### config.mk
export PLATFORM = sky130hd
export DESIGN_NAME = fixed_block_pool_allocator
export DESIGN_NICKNAME = d
export VERILOG_FILES = /design/src/design/fbpa_pkg.sv /design/src/design/fbpa_ram.sv /design/src/design/fixed_block_pool_allocator.sv
export SDC_FILE = /design/constraint.sdc
export NUM_CORES = 1
export LEC_CHECK = 0
export BUFFER_PORTS_ARGS = -buffer_cell sky130_fd_sc_hd__buf_2
export CAP_MARGIN = 20
export CORE_MARGIN = 3
export CORE_UTILIZATION = 52
export CTS_BUF_LIST = sky130_fd_sc_hd__clkbuf_2 sky130_fd_sc_hd__clkbuf_4 sky130_fd_sc_hd__clkbuf_8
export CTS_CLUSTER_DIAMETER = 150
export DETAILED_ROUTE_END_ITERATION = 6
export PLACE_DENSITY_LB_ADDON = 0.08
export SETUP_SLACK_MARGIN = 0.05
export SYNTH_ARGS = -nofsm -noshare
export SYNTH_HDL_FRONTEND = slang
export SYNTH_SLANG_ARGS = --single-unit
### constraint.sdc
create_clock -name clk -period 4.5 [get_ports clk]
set_input_delay 0.225 -clock clk [delete_from_list [all_inputs] [get_ports clk]]
set_output_delay 0.225 -clock clk [all_outputs]
set_load 0.01 [all_outputs]
### src/design/fbpa_pkg.sv
package fbpa_pkg;

	localparam int NUM_BLOCKS_DEF = 16;
	localparam int BSIZE_W        = 13;
	localparam int OFFSET_W       = 16;
	localparam int STATUS_W       = 3;
	localparam int FCOUNT_W       = 5;
	localparam logic [BSIZE_W-1:0] BSIZE_RST = 13'd64;

	typedef enum logic [STATUS_W-1:0] {
		ST_OK,
		ST_FULL,
		ST_MISALIGNED,
		ST_RANGE,
		ST_NOT_ALLOC
	} status_t;

	typedef enum logic [2:0] {
		S_IDLE,
		S_ALLOC_RD,
		S_ALLOC_WB,
		S_DIV,
		S_REL_RD,
		S_REL_WB,
		S_DONE
	} state_t;

	localparam logic FUNC_ALLOC   = 1'b0;
	localparam logic FUNC_RELEASE = 1'b1;

endpackage

### src/design/fbpa_ram.sv
module fbpa_ram #(
	parameter int Width = 8,
	parameter int Depth = 16
) (
	input  logic                     clk,
	input  logic                     we,
	input  logic [$clog2(Depth)-1:0] waddr,
	input  logic [Width-1:0]         wdata,
	input  logic                     re,
	input  logic [$clog2(Depth)-1:0] raddr,
	output logic [Width-1:0]         rdata
);

	logic [Width-1:0] mem_q [Depth];

	always_ff @(posedge clk) begin
		if (we) begin
			mem_q[waddr] <= wdata;
		end
		if (re) begin
			rdata <= mem_q[raddr];
		end
	end

endmodule

### src/design/fixed_block_pool_allocator.sv
// Allocate: read link, write back, load output; a full pool skips the write back.
// Release: the bit-serial offset / block_size divider, then read link, write back, load output;
//   a misaligned or out-of-range offset skips the write back.
// One item at a time: next input accepted once the previous result sits in the output register.
// Reset (arst_n low) empties the output, sets block_size to 64 and the free list to 0..N-1;
//   the link RAM is not cleared, a fill mark treats never-written entries as holding index+1.
module fixed_block_pool_allocator #(
	parameter int NumBlocks = fbpa_pkg::NUM_BLOCKS_DEF
) (
	input  logic                             clk,
	input  logic                             arst_n,

	// configuration write channel: block size in bytes
	input  logic                             cfg_valid,
	output logic                             cfg_ready,
	input  logic [fbpa_pkg::BSIZE_W-1:0]     block_size,

	// request channel
	input  logic                             in_valid,
	output logic                             in_ready,
	input  logic                             func,
	input  logic [fbpa_pkg::OFFSET_W-1:0]    release_offset,

	// result channel
	output logic                             out_valid,
	input  logic                             out_ready,
	output logic [fbpa_pkg::STATUS_W-1:0]    status,
	output logic [fbpa_pkg::OFFSET_W-1:0]    block_offset,
	output logic [fbpa_pkg::FCOUNT_W-1:0]    free_count
);

	import fbpa_pkg::*;

	// Index into the link RAM; link entries also code END (= NumBlocks)
	// and ALLOC (= NumBlocks + 1).
	localparam int IDX_W  = $clog2(NumBlocks);
	localparam int LINK_W = $clog2(NumBlocks + 2);
	localparam int PROD_W = IDX_W + BSIZE_W;
	localparam int DIV_STEPS = OFFSET_W;
	localparam int CNT_W  = $clog2(DIV_STEPS);

	localparam logic [LINK_W-1:0] END_MARK   = LINK_W'(NumBlocks);
	localparam logic [LINK_W-1:0] ALLOC_MARK = LINK_W'(NumBlocks + 1);
	localparam logic [CNT_W-1:0]  CNT_LAST   = CNT_W'(DIV_STEPS - 1);

	state_t state_q, state_d;

	// control state
	logic [BSIZE_W-1:0] block_size_q;
	logic [LINK_W-1:0]  head_q;       // free list head, END_MARK when empty
	logic [LINK_W-1:0]  free_q;       // free block count
	logic [LINK_W-1:0]  fill_q;       // entries at or above this were never written
	logic               out_valid_q;
	logic [CNT_W-1:0]   cnt_q;

	// working registers
	logic [BSIZE_W-1:0]  bs_q;        // block size for this item, zero read as one
	logic [OFFSET_W-1:0] quot_q;      // offset in, quotient out
	logic [BSIZE_W-1:0]  rem_q;
	logic [PROD_W-1:0]   prod_q;      // head * block size
	status_t             res_status_q;
	logic [OFFSET_W-1:0] res_off_q;
	status_t             status_q;
	logic [OFFSET_W-1:0] offset_q;
	logic [FCOUNT_W-1:0] fcount_q;

	// RAM port
	logic              ram_we, ram_re;
	logic [IDX_W-1:0]  ram_waddr, ram_raddr;
	logic [LINK_W-1:0] ram_wdata, ram_rdata;

	// decode helpers
	logic                out_free;
	logic                head_end;
	logic                misaligned;
	logic                out_of_range;
	logic [IDX_W-1:0]    head_idx;
	logic [IDX_W-1:0]    rel_idx;
	logic [LINK_W-1:0]   rel_link;
	logic [LINK_W-1:0]   next_head;
	logic                rel_alloc;
	logic [BSIZE_W:0]    div_shift;
	logic                div_ge;
	logic [BSIZE_W-1:0]  div_rem;
	logic [31:0]         prod_ext;
	logic [31:0]         free_ext;

	assign out_free     = !out_valid_q || out_ready;
	assign head_end     = (head_q >= END_MARK);
	assign misaligned   = (rem_q != '0);
	assign out_of_range = (quot_q >= OFFSET_W'(NumBlocks));
	assign head_idx     = head_q[IDX_W-1:0];
	assign rel_idx      = quot_q[IDX_W-1:0];
	assign rel_link     = LINK_W'(rel_idx);

	// Untouched entries read as their reset link, index + 1 (END for the last).
	assign next_head = (head_q >= fill_q) ? head_q + 1'b1 : ram_rdata;
	// A never-written entry cannot be allocated.
	assign rel_alloc = (rel_link < fill_q) && (ram_rdata == ALLOC_MARK);

	// restoring divider step: one quotient bit per cycle
	assign div_shift = {rem_q, quot_q[OFFSET_W-1]};
	assign div_ge    = (div_shift >= {1'b0, bs_q});
	assign div_rem   = div_ge ? BSIZE_W'(div_shift - {1'b0, bs_q}) : div_shift[BSIZE_W-1:0];

	// next state
	always_comb begin
		state_d = state_q;
		case (state_q)
			S_IDLE: begin
				if (in_valid) begin
					state_d = (func == FUNC_RELEASE) ? S_DIV : S_ALLOC_RD;
				end
			end
			S_ALLOC_RD: state_d = head_end ? S_DONE : S_ALLOC_WB;
			S_ALLOC_WB: state_d = S_DONE;
			S_DIV: begin
				if (cnt_q == CNT_LAST) begin
					state_d = S_REL_RD;
				end
			end
			S_REL_RD: state_d = (misaligned || out_of_range) ? S_DONE : S_REL_WB;
			S_REL_WB: state_d = S_DONE;
			S_DONE: begin
				if (out_free) begin
					state_d = S_IDLE;
				end
			end
			default: state_d = S_IDLE;
		endcase
	end

	// outputs of the sequencer
	always_comb begin
		in_ready  = 1'b0;
		ram_re    = 1'b0;
		ram_raddr = head_idx;
		ram_we    = 1'b0;
		ram_waddr = head_idx;
		ram_wdata = ALLOC_MARK;
		case (state_q)
			S_IDLE:     in_ready = 1'b1;
			S_ALLOC_RD: ram_re = !head_end;
			S_ALLOC_WB: ram_we = 1'b1;
			S_REL_RD: begin
				ram_re    = !(misaligned || out_of_range);
				ram_raddr = rel_idx;
			end
			S_REL_WB: begin
				ram_we    = rel_alloc;
				ram_waddr = rel_idx;
				ram_wdata = head_q;
			end
			default: ;
		endcase
	end

	fbpa_ram #(
		.Width (LINK_W),
		.Depth (NumBlocks)
	) u_link_ram (
		.clk   (clk),
		.we    (ram_we),
		.waddr (ram_waddr),
		.wdata (ram_wdata),
		.re    (ram_re),
		.raddr (ram_raddr),
		.rdata (ram_rdata)
	);

	// control registers
	always_ff @(posedge clk or negedge arst_n) begin
		if (!arst_n) begin
			state_q      <= S_IDLE;
			block_size_q <= BSIZE_RST;
			head_q       <= '0;
			free_q       <= LINK_W'(NumBlocks);
			fill_q       <= '0;
			out_valid_q  <= 1'b0;
			cnt_q        <= '0;
		end else begin
			state_q <= state_d;
			if (cfg_valid) begin
				block_size_q <= block_size;
			end
			case (state_q)
				S_IDLE: cnt_q <= '0;
				S_DIV:  cnt_q <= cnt_q + 1'b1;
				S_ALLOC_WB: begin
					head_q <= next_head;
					free_q <= free_q - 1'b1;
					if (head_q == fill_q) begin
						fill_q <= fill_q + 1'b1;
					end
				end
				S_REL_WB: begin
					if (rel_alloc) begin
						head_q <= rel_link;
						free_q <= free_q + 1'b1;
					end
				end
				default: ;
			endcase
			// a new result may load in the same cycle the old one transfers out
			if (state_q == S_DONE && out_free) begin
				out_valid_q <= 1'b1;
			end else if (out_valid_q && out_ready) begin
				out_valid_q <= 1'b0;
			end
		end
	end

	// datapath registers
	always_ff @(posedge clk) begin
		case (state_q)
			S_IDLE: begin
				bs_q         <= (block_size_q == '0) ? BSIZE_W'(1) : block_size_q;
				quot_q       <= release_offset;
				rem_q        <= '0;
				res_status_q <= ST_OK;
				res_off_q    <= '0;
			end
			S_ALLOC_RD: begin
				prod_q <= PROD_W'(head_idx) * PROD_W'(bs_q);
				if (head_end) begin
					res_status_q <= ST_FULL;
				end
			end
			S_ALLOC_WB: res_off_q <= prod_ext[OFFSET_W-1:0];
			S_DIV: begin
				rem_q  <= div_rem;
				quot_q <= {quot_q[OFFSET_W-2:0], div_ge};
			end
			S_REL_RD: begin
				if (misaligned) begin
					res_status_q <= ST_MISALIGNED;
				end else if (out_of_range) begin
					res_status_q <= ST_RANGE;
				end
			end
			S_REL_WB: begin
				if (!rel_alloc) begin
					res_status_q <= ST_NOT_ALLOC;
				end
			end
			S_DONE: begin
				if (out_free) begin
					status_q <= res_status_q;
					offset_q <= res_off_q;
					fcount_q <= free_ext[FCOUNT_W-1:0];
				end
			end
			default: ;
		endcase
	end

	assign prod_ext = 32'(prod_q);
	assign free_ext = 32'(free_q);

	assign cfg_ready    = 1'b1;
	assign out_valid    = out_valid_q;
	assign status       = STATUS_W'(status_q);
	assign block_offset = offset_q;
	// free count captured with the result; the next item may change free_q while it waits
	assign free_count   = fcount_q;

endmodule

# Word level (Yosys, flattened, before mapping)
# Memories as Yosys holds them, arrays and structs flattened. A register that Yosys moved wholly into a read port is not among the register bits.
# Index checks and enable logic that the tools add are counted.
# word_totals
ram_bits,80
register_bits,137
memories,1
word_cells,99
# mem_list
memory,words,word_bits,rd,rd_ports_with_merged_regs,write_ports,line,rtl
u_link_ram.mem_q,16,5,1,1,1,fbpa_ram.sv:14,logic [Width-1:0] mem_q [Depth];
# classes
magnitude_cmp,5
reduce_logical,22
addsub,6
mux,32
n_eq_ne,16
mul,1
# op_table
cell,n
$pmux 16 s2,2
$pmux 13 s2,1
$mux 3,8
$mux 5,4
$pmux 5 s2,2
$pmux 3 s6,1
$ge 16x5->1 const B,1
$mul 4x13->16,1
$add 5x1->5 const B,3
$ge 14x13->1,1
$logic_not 13->1,1
$mux 13,1
$reduce_bool 13->1,1
$sub 13x13->13,1
$ne 2x2->1 const B,6
$pmux 3 s4,1
$eq 3x3->1 const B,3
$mux 4,2
$pmux 4 s2,1
$reduce_bool 2->1,4
$eq 3x2->1 const B,2
$reduce_and 2->1,3
$eq 5x5->1,1
$eq 5x5->1 const B,1
19 further kinds,30

# Longest topological paths before layout
# Gate-level depths: netlist of the first run.
# logic_depth
word_depth,5
mapped_depth,16
ltp_nobuf,14

# Hierarchy
# A second synthesis of the first run with hierarchy kept.
# unflattened
cells_unflattened,888
area_unflattened_um2,11235.8
# by_module_without_submodules
mod,cells_per_inst,area_per_inst_um2,instances
fixed_block_pool_allocator,733,7972.6,1
fbpa_ram,155,3263.1,1

# Worst setup path before layout of the first run
# Ideal clock, no wire load.
# synth_path
path_type,reg2reg
from,register head_q[3]
to,"register prod_q[15], data pin"
n_path_buf,2
arrival_time_ns,3.802
required_ns,4.241
setup_slack_ns,0.439
stages_incl_launch_ff,17
path_cell_list,dfrtp_1 -> clkbuf_1 -> inv_1 -> clkbuf_1 -> nor2_1 -> fa_1 -> inv_1 -> fa_1 -> inv_1 -> ha_1 -> o21ai_0 -> nor2_1 -> or4_1 -> a311oi_2 -> o21ai_0 -> a21oi_1 -> xnor2_1
# synth_via
elab_chain_len,1
# synth_lines
element,line,rtl
start: declaration,fixed_block_pool_allocator.sv:50,logic [LINK_W-1:0] head_q;
start signal: assignment,fixed_block_pool_allocator.sv:190,head_q <= next_head;
start signal: assignment,fixed_block_pool_allocator.sv:198,head_q <= rel_link;
$mul 4x13->16,fixed_block_pool_allocator.sv:224,prod_q <= PROD_W'(head_idx) * PROD_W'(bs_q);
end signal: assignment,fixed_block_pool_allocator.sv:224,
end: declaration,fixed_block_pool_allocator.sv:60,logic [PROD_W-1:0] prod_q;
# Every way passes these cells.
# A chain may end at the register's enable or synchronous reset.

# Final worst setup path of the first run
# layout_path
from,register head_q[2]
to,"register prod_q[15], data pin"
# Same word-level chain as after synthesis.

==> qor_table.md, run 1 <==
| Parameter | Value |
| --- | --- |
| Leading cell types in the layout, fill and taps excluded | sky130_fd_sc_hd__edfxtp_1 (186), sky130_fd_sc_hd__nand2_1 (179), sky130_fd_sc_hd__inv_1 (68) |
| Commonest non-fill, non-tap cell in the layout | sky130_fd_sc_hd__edfxtp_1 |
| Total of hold buffers inserted after clock tree synthesis | 30 |
| Post-Synthesis Mean Instance Area | 11.2 sq um |
| Post-DRT Antenna Nets | 0 |
| Critical-path cell with the highest stage delay | sky130_fd_sc_hd__fa_1 |
| Clk Tree Root Cell | sky130_fd_sc_hd__clkbuf_8 |
| Sinks on Clock Net | 222 |
| Maximum vdd drop | 0.427 mV |
| Horizontal extent of the die | 154 microns |
| Netlist cell types | 65 |
| Maximum buffer depth of the clock tree | 3 |
| Power share of the sequential group | 33.9% |
| Power density cells | 759 nW/um^2 |
| Prevailing post-synth register cell | sky130_fd_sc_hd__edfxtp_1 |
| Dpl hpwl | 15.9 mm |
| Internal Pwr Total | 6.02 mW |
| GP Congestion | 0.868 |
| DR vias | 7473 |
| Final setup skew | 21.8 ps |
| Share of the synthesized area in the top cell type | 49.1% |
| TritonCTS buffer count | 38 |
| Most frequent cell on the critical path | sky130_fd_sc_hd__inv_1 |
| Headroom to the max-slew limit | 23.9% |
| Share of layout cells above drive strength 1 | 16.0% |
| Portion of total power attributed to combinational logic | 46.8% |
| GRT Resource Usage Total | 19.7% |
| Cells after DPL | 1304 |
| Vias per Instance | 5.32 |
| Critical path class | reg2reg |
| Number of diodes | 0 |
| Mapped Cells | 1011 |
| Initial antenna violation count | 0 |
| DP Worst Slack | 450 ps |
| Maximum single-stage delay on the critical path | 530 ps |
| Register clock-pin slew on the reported worst setup and hold paths | 60 ps |
| Peak fanout along the critical path | 12 |
| Summed instance area of the synthesized netlist | 11400 sq um |
| Total wire length | 23.2 mm |
| CP endpoint kind | flop |
| Count of flip-flops with a built-in enable after synthesis | 186 |
| Global-route wire length before repair | 37.7 mm |
| Iteration count of the initial detailed-routing pass | 5 |
| Pins Over Slew Limit | 0 |
| Number of placed I/O pins | 62 |
| Actual transition at the worst max-transition pin | 1140 ps |
| Fraction of the yosys area taken by sequential cells | 57.1% |
| Area after detailed placement | 11900 sq um |
| Number of flip-flops and latches in the synthesized netlist | 222 |
| Floorplan Core Area | 21300 sq um |
| Pleak | 5.40 nW |
| Data arrival time at the worst-slack endpoint | 4300 ps |
| TritonCTS clock tree | built |
| Non-filler instance count after layout | 1404 |
| Resize count post-CTS | 0 |
| Total nets after synthesis | 1116 |
| Site Rows | 53 |
| Die Ht | 154 microns |
| Hold crit path type | in2reg |
| Nets@finish | 1205 |
| Post-layout worst setup margin | 454 ps |
| Total net switching power | 3.89 mW |
| RSZ-0062 raised after global routing | false |
| Sum of overflow across all layers after global routing | 0 |
| Number of buffers inserted by port buffering | 60 |
| Clock share of power | 19.3% |
| Number of setup buffers added after CTS | 0 |
| Clk_lat worst skew | 520 ps |
| Layout area overhead | 14.9% |
| Final count of hold timing violations | 0 |
| Cell area after layout | 13100 sq um |
| DIE AREA | 23700 sq um |
| Setup TNS Final | 0 ps |
| Sw Ratio | 39.2% |
| Post-synthesis async set-or-reset flop share | 16.2% |
| Syn. warnings | 0 |
| Pin count of the biggest net entering global routing | 41 |
| Maximum frequency from static timing analysis | 0.247 GHz |
| Via count of the first global-routing pass | 7312 |
| Series of cell instances along the critical path | inv_1 > nor2_1 > fa_1 > inv_1 > fa_1 > inv_1 > ha_1 > o21ai_0 > nor2_1 > or4_1 > a311oi_2 > o21ai_0 > a21oi_1 > xnor2_1 |
| Max-capacitance violation count | 0 |
| Max H-tree Level | 2 |
| Type of origin of the critical path | flop |
| Cell taking the most area after synthesis | sky130_fd_sc_hd__edfxtp_1 |
| Total DRC errors in the routed layout | 0 |
| Starting density of the core | 53.4% |
| Required time worst endpoint | 4750 ps |
| Iteration-0 DRC count of the detailed router | 572 |
| Area contributors post-synth | sky130_fd_sc_hd__edfxtp_1 (49%), sky130_fd_sc_hd__dfrtp_1 (7.5%), sky130_fd_sc_hd__nand2_1 (5.9%) |
| Status | finished, final reports clean |
| Count of endpoints failing setup in the final report | 0 |
| Clock period minus worst slack | 4050 ps |
| Final routed wire length divided by cell count | 16.5 microns |
| Share of the clock period used by the worst path after layout | 89.9% |
-- cell usage after synthesis (all sizes together) (2+ instances only) --
master,instances
a21o,16
nor2,69
a311oi,2
dfstp,2
o221ai,6
or4,2
a22oi,5
or2,2
a21boi,2
a21oi,27
and3,19
nor2b,4
nand2,179
o22ai,2
o31ai,4
o21a,3
mux2,14
dfrtp,34
clkbuf,47
o21ai,43
nand3,24
nand4,4
inv,68
xnor2,26
nand2b,8
and2,25
mux2i,11
a31oi,18
o21bai,4
a211oi,16
nor3,16
nor3b,6
nor4,8
or3,3
ha,46
nand3b,2
fa,24
xor2,8
buf,11
o2111ai,2
edfxtp,186
o211ai,3
-- final timing paths --
check / from / end / slack [ps] / cells after the start
setup / recovery: head_q[2]$_DFFE_PN0P_ / prod_q[15]$_DFFE_PP_ / 450 / 14
hold / removal: out_ready / out_valid$_DFFE_PN0P_ / 60 / 3
setup reg to reg: head_q[2]$_DFFE_PN0P_ / prod_q[15]$_DFFE_PP_ / 450 / 14
hold reg to reg: res_off_q[13]$_SDFFCE_PN0P_ / block_offset[13]$_DFFE_PP_ / 410 / 0
max in group asynchronous: arst_n / free_q[3]$_DFFE_PN0P_ / 3560 / 2
min in group asynchronous: arst_n / cnt_q[2]$_DFFE_PN0P_ / 370 / 2
-- metrics by stage --
| stage | hold WS [ps] | total power, mW | utilization [%] |
|---|---|---|---|
| final | 61.3 | 9.91 | 61.4 |
| after global placement | 402 | 7.94 | 55.9 |
| after CTS | 28.5 | 9.97 | 61.2 |
| after global routing | 40.3 | 10.7 | 61.4 |
| after floorplan | -70.6 | 6.87 | - |
| after detailed placement | 405 | 8.00 | 55.9 |
-- final cells by class --
class                   instances  area (sq um)
clock buffers                  61           771
clock inverters                 8          62.6
fillers                      1745          8220
inverters                      69           259
multi-input cells             662          4390
flip-flops and latches        222          6490
well taps                     275           344
repair buffers                107           752
-- worst max-delay path, delay by kind of cell (launching register included) --
family | cells | cell delay (ps)
adder cells (fa/ha/maj) | 3 | 1370
AO/OA/AOI/OAI | 4 | 770
AND/OR/NAND/NOR | 3 | 650
flip-flops | 1 | 520
buffers and inverters | 3 | 370
XOR/XNOR | 1 | 90
-- layer usage --
| layer | routed length [microns] | global-route usage (%) | up-vias | share of wire [%] |
|---|---|---|---|---|
| met1 | 11700 | 30.4 | 3532 | 50 |
| met2 | 9990 | 29.2 | 180 | 43 |
| met3 | 1120 | 3.24 | 27 | 4.8 |
| met4 | 390 | 5.21 | 0 | 1.7 |
| li1 | - | - | 3734 | - |
| met5 | 0 | 0 | - | 0 |
-- flip-flops by register name, summed over array words and instances, names as in the netlist, 4 cells and up --
name and flops:
u_link_ram.mem_q 80, block_offset 16, prod_q 16, quot_q 16, res_off_q 16, block_size_q 13, bs_q 13, rem_q 13
fill_q 5, free_count 5, free_q 5, head_q 5, u_link_ram.rdata 5, cnt_q 4
-- cell families after synthesis --
family	after synthesis	synth area share, %
fa+ha+maj	70	9.28
simple gates	374	15.0
xor+xnor	34	2.62
mux	25	2.35
buf+inv	127	4.57
flops	222	57.1
compound gates	158	9.07
other cells	1	0.0330
-- power groups by stage --
stage | clock network, mW | registers (mW) | logic [mW]
2_1_floorplan | 0 | 3.30 | 3.57
3_3_place_gp | 0 | 3.39 | 4.55
3_5_place_dp | 0 | 3.41 | 4.59
4_1_cts | 1.96 | 3.37 | 4.64
5_1_grt | 2.05 | 3.42 | 5.24
6_report | 1.91 | 3.36 | 4.64
Note: power is estimated with default switching activity, not from simulation.
==> inputs of run 2 (changes only) <==
--- a/config.mk
+++ b/config.mk
@@ -12,7 +12,7 @@
 export CTS_BUF_LIST = sky130_fd_sc_hd__clkbuf_2 sky130_fd_sc_hd__clkbuf_4 sky130_fd_sc_hd__clkbuf_8
 export CTS_CLUSTER_DIAMETER = 150
 export DETAILED_ROUTE_END_ITERATION = 6
-export PLACE_DENSITY_LB_ADDON = 0.08
+export PLACE_DENSITY_LB_ADDON = 0.15
 export SETUP_SLACK_MARGIN = 0.05
 export SYNTH_ARGS = -nofsm -noshare
 export SYNTH_HDL_FRONTEND = slang
==> run 2 against run 1 <==
Net effect:
- cell area shrank 0.35%
- critical path type unchanged
- via count rose by 1.1%
- die area stayed put
- critical path depth unchanged
- highest routed layer unchanged
- routed wire length down 0.95%
- utilization is 0.22 points lower
- sequential cell count is the same
- clock skew about the same
- fmax is 0.51% higher
- clock-buffer cell count fell by 2
==> qor_table.md, run 2 (same netlist as run 1, synthesis figures left out) <==
| Parameter | Value |
| --- | --- |
| Maximum vdd drop | 0.420 mV |
| TritonCTS buffer count | 38 |
| Final routed wire length divided by cell count | 16.4 microns |
| DIE AREA | 23700 sq um |
| Number of buffers inserted by port buffering | 60 |
| Met2 Usage GRT | 29.5% |
| Max-capacitance violation count | 0 |
| Critical path class | reg2reg |
| Nets@finish | 1204 |
| Iteration count of the initial detailed-routing pass | 6 |
| Register clock-pin slew on the reported worst setup and hold paths | 60 ps |
| Non-filler instance count after layout | 1404 |
| Pin count of the biggest net entering global routing | 41 |
| Cells after DPL | 1302 |
| Dpl hpwl | 15.6 mm |
| Busiest layer in global routing | met2 |
| Horizontal extent of the die | 154 microns |
| Clock period minus worst slack | 4030 ps |
| TritonCTS clock tree | built |
| Leading cell types in the layout, fill and taps excluded | sky130_fd_sc_hd__edfxtp_1 (186), sky130_fd_sc_hd__nand2_1 (179), sky130_fd_sc_hd__inv_1 (68) |
| Vias per Instance | 5.38 |
| Number of diodes | 0 |
| Clk Tree Root Cell | sky130_fd_sc_hd__clkbuf_8 |
| Total wire length | 23.0 mm |
| Total net switching power | 3.88 mW |
| Status | finished, final reports clean |
| Iteration-0 DRC count of the detailed router | 489 |
| Headroom to the max-slew limit | 29.1% |
| Data arrival time at the worst-slack endpoint | 4280 ps |
| Max H-tree Level | 2 |
| Pins Over Slew Limit | 0 |
| Initial antenna violation count | 0 |
| Power share of the sequential group | 34.3% |
| Power density cells | 754 nW/um^2 |
| Setup TNS Final | 0 ps |
| Maximum buffer depth of the clock tree | 3 |
| Commonest non-fill, non-tap cell in the layout | sky130_fd_sc_hd__edfxtp_1 |
| Floorplan Core Area | 21300 sq um |
| Number of placed I/O pins | 62 |
| Number of flip-flops under the largest register name | 80 |
| CP endpoint kind | flop |
| Share of layout cells above drive strength 1 | 15.7% |
| Total DRC errors in the routed layout | 0 |
| Layout area overhead | 14.4% |
| Reg with most FFs | u_link_ram.mem_q |
| Maximum frequency from static timing analysis | 0.248 GHz |
| Peak fanout along the critical path | 12 |
| Site Rows | 53 |
| Final setup skew | 22.1 ps |
| Actual transition at the worst max-transition pin | 1060 ps |
| Clock share of power | 18.6% |
| Required time worst endpoint | 4750 ps |
| Sw Ratio | 39.6% |
| Met3 Use GR | 3.66% |
| Global-route wire length before repair | 37.1 mm |
| Clk_lat worst skew | 510 ps |
| Post-DRT Antenna Nets | 0 |
| Internal Pwr Total | 5.93 mW |
| GRT Resource Usage Total | 19.3% |
| Final Hold Slack | 63.2 ps |
| Type of origin of the critical path | flop |
| GP Congestion | 0.890 |
| DR vias | 7553 |
| Portion of total power attributed to combinational logic | 47.1% |
| Hold crit path type | in2reg |
| Count of endpoints failing setup in the final report | 0 |
| Global routing met1 resource utilization | 28.9% |
| RSZ-0062 raised after global routing | false |
| Final count of hold timing violations | 0 |
| Via count of the first global-routing pass | 7287 |
| Sum of overflow across all layers after global routing | 0 |
| Pleak | 5.38 nW |
| Share of the clock period used by the worst path after layout | 89.5% |
| Die Ht | 154 microns |
| Starting density of the core | 53.4% |
| Sinks on Clock Net | 222 |
run 2: routing by layer:
| layer | up-vias | wire [microns] | share of wire, % |
|---|---|---|---|
| met5 | - | 0 | 0 |
| met2 | 195 | 10200 | 45 |
| met3 | 37 | 1330 | 5.8 |
| met4 | 0 | 396 | 1.7 |
| li1 | 3731 | - | - |
| met1 | 3590 | 11000 | 48 |
run 2: power by group through the flow:
stage          clock, mW  sequential [mW]  combinational (mW)
2_1_floorplan          0             3.30                3.57
3_3_place_gp           0             3.39                4.50
3_5_place_dp           0             3.41                4.56
4_1_cts             1.88             3.37                4.61
5_1_grt             1.97             3.43                5.22
6_report            1.82             3.37                4.62
run 2: per-stage QoR:
step / setup WS [ps] / total power, mW / instance area (sq um) / utilization (%)
floorplan: 439 / 6.87 / 11400 / -
global placement: 545 / 7.90 / 11900 / 55.8
detailed placement: 480 / 7.97 / 11900 / 55.8
CTS: 468 / 9.86 / 13000 / 61.0
global route: 184 / 10.6 / 13000 / 61.1
finish: 474 / 9.82 / 13000 / 61.1
run 2: final cells by class:
type / instances / area (sq um)
fill: 1679 / 8270
tap: 275 / 344
clock buffer: 59 / 743
sequential: 222 / 6490
multi-input combinational: 662 / 4390
clock inverter: 11 / 51.3
timing repair buffer: 106 / 744
inverter: 69 / 259
run 2: repair_timing:
| item | in CTS | in global routing |
|---|---|---|
| hold buffers | 30 | 0 |
| setup endpoints to repair | 0 | 0 |
| endpoints found under the hold margin | 63 | 0 |
| resized for setup | 0 | 0 |
| setup buffers | 0 | 0 |
run 2: worst paths after layout:
path / startpoint / to / slack [ps] / cells after the start
setup / recovery: head_q[2]$_DFFE_PN0P_ / prod_q[15]$_DFFE_PP_ / 470 / 14
hold / removal: in_valid / state_q[0]$_DFFE_PN0P_ / 60 / 3
setup reg to reg: head_q[2]$_DFFE_PN0P_ / prod_q[15]$_DFFE_PP_ / 470 / 14
hold reg to reg: res_off_q[7]$_SDFFCE_PN0P_ / block_offset[7]$_DFFE_PP_ / 420 / 0
max in group asynchronous: arst_n / out_valid$_DFFE_PN0P_ / 3570 / 2
min in group asynchronous: arst_n / cnt_q[1]$_DFFE_PN0P_ / 370 / 2
run 2: critical path, stage by stage (launching register included):
cell	delay, ps
sky130_fd_sc_hd__dfrtp_1	520
sky130_fd_sc_hd__inv_1	260
sky130_fd_sc_hd__nor2_1	110
sky130_fd_sc_hd__fa_1	510
sky130_fd_sc_hd__inv_1	60
sky130_fd_sc_hd__fa_1	520
sky130_fd_sc_hd__inv_1	40
sky130_fd_sc_hd__ha_1	330
sky130_fd_sc_hd__o21ai_0	160
sky130_fd_sc_hd__nor2_1	90
sky130_fd_sc_hd__or4_1	450
sky130_fd_sc_hd__a311oi_2	320
sky130_fd_sc_hd__o21ai_0	120
sky130_fd_sc_hd__a21oi_1	190
sky130_fd_sc_hd__xnor2_1	90
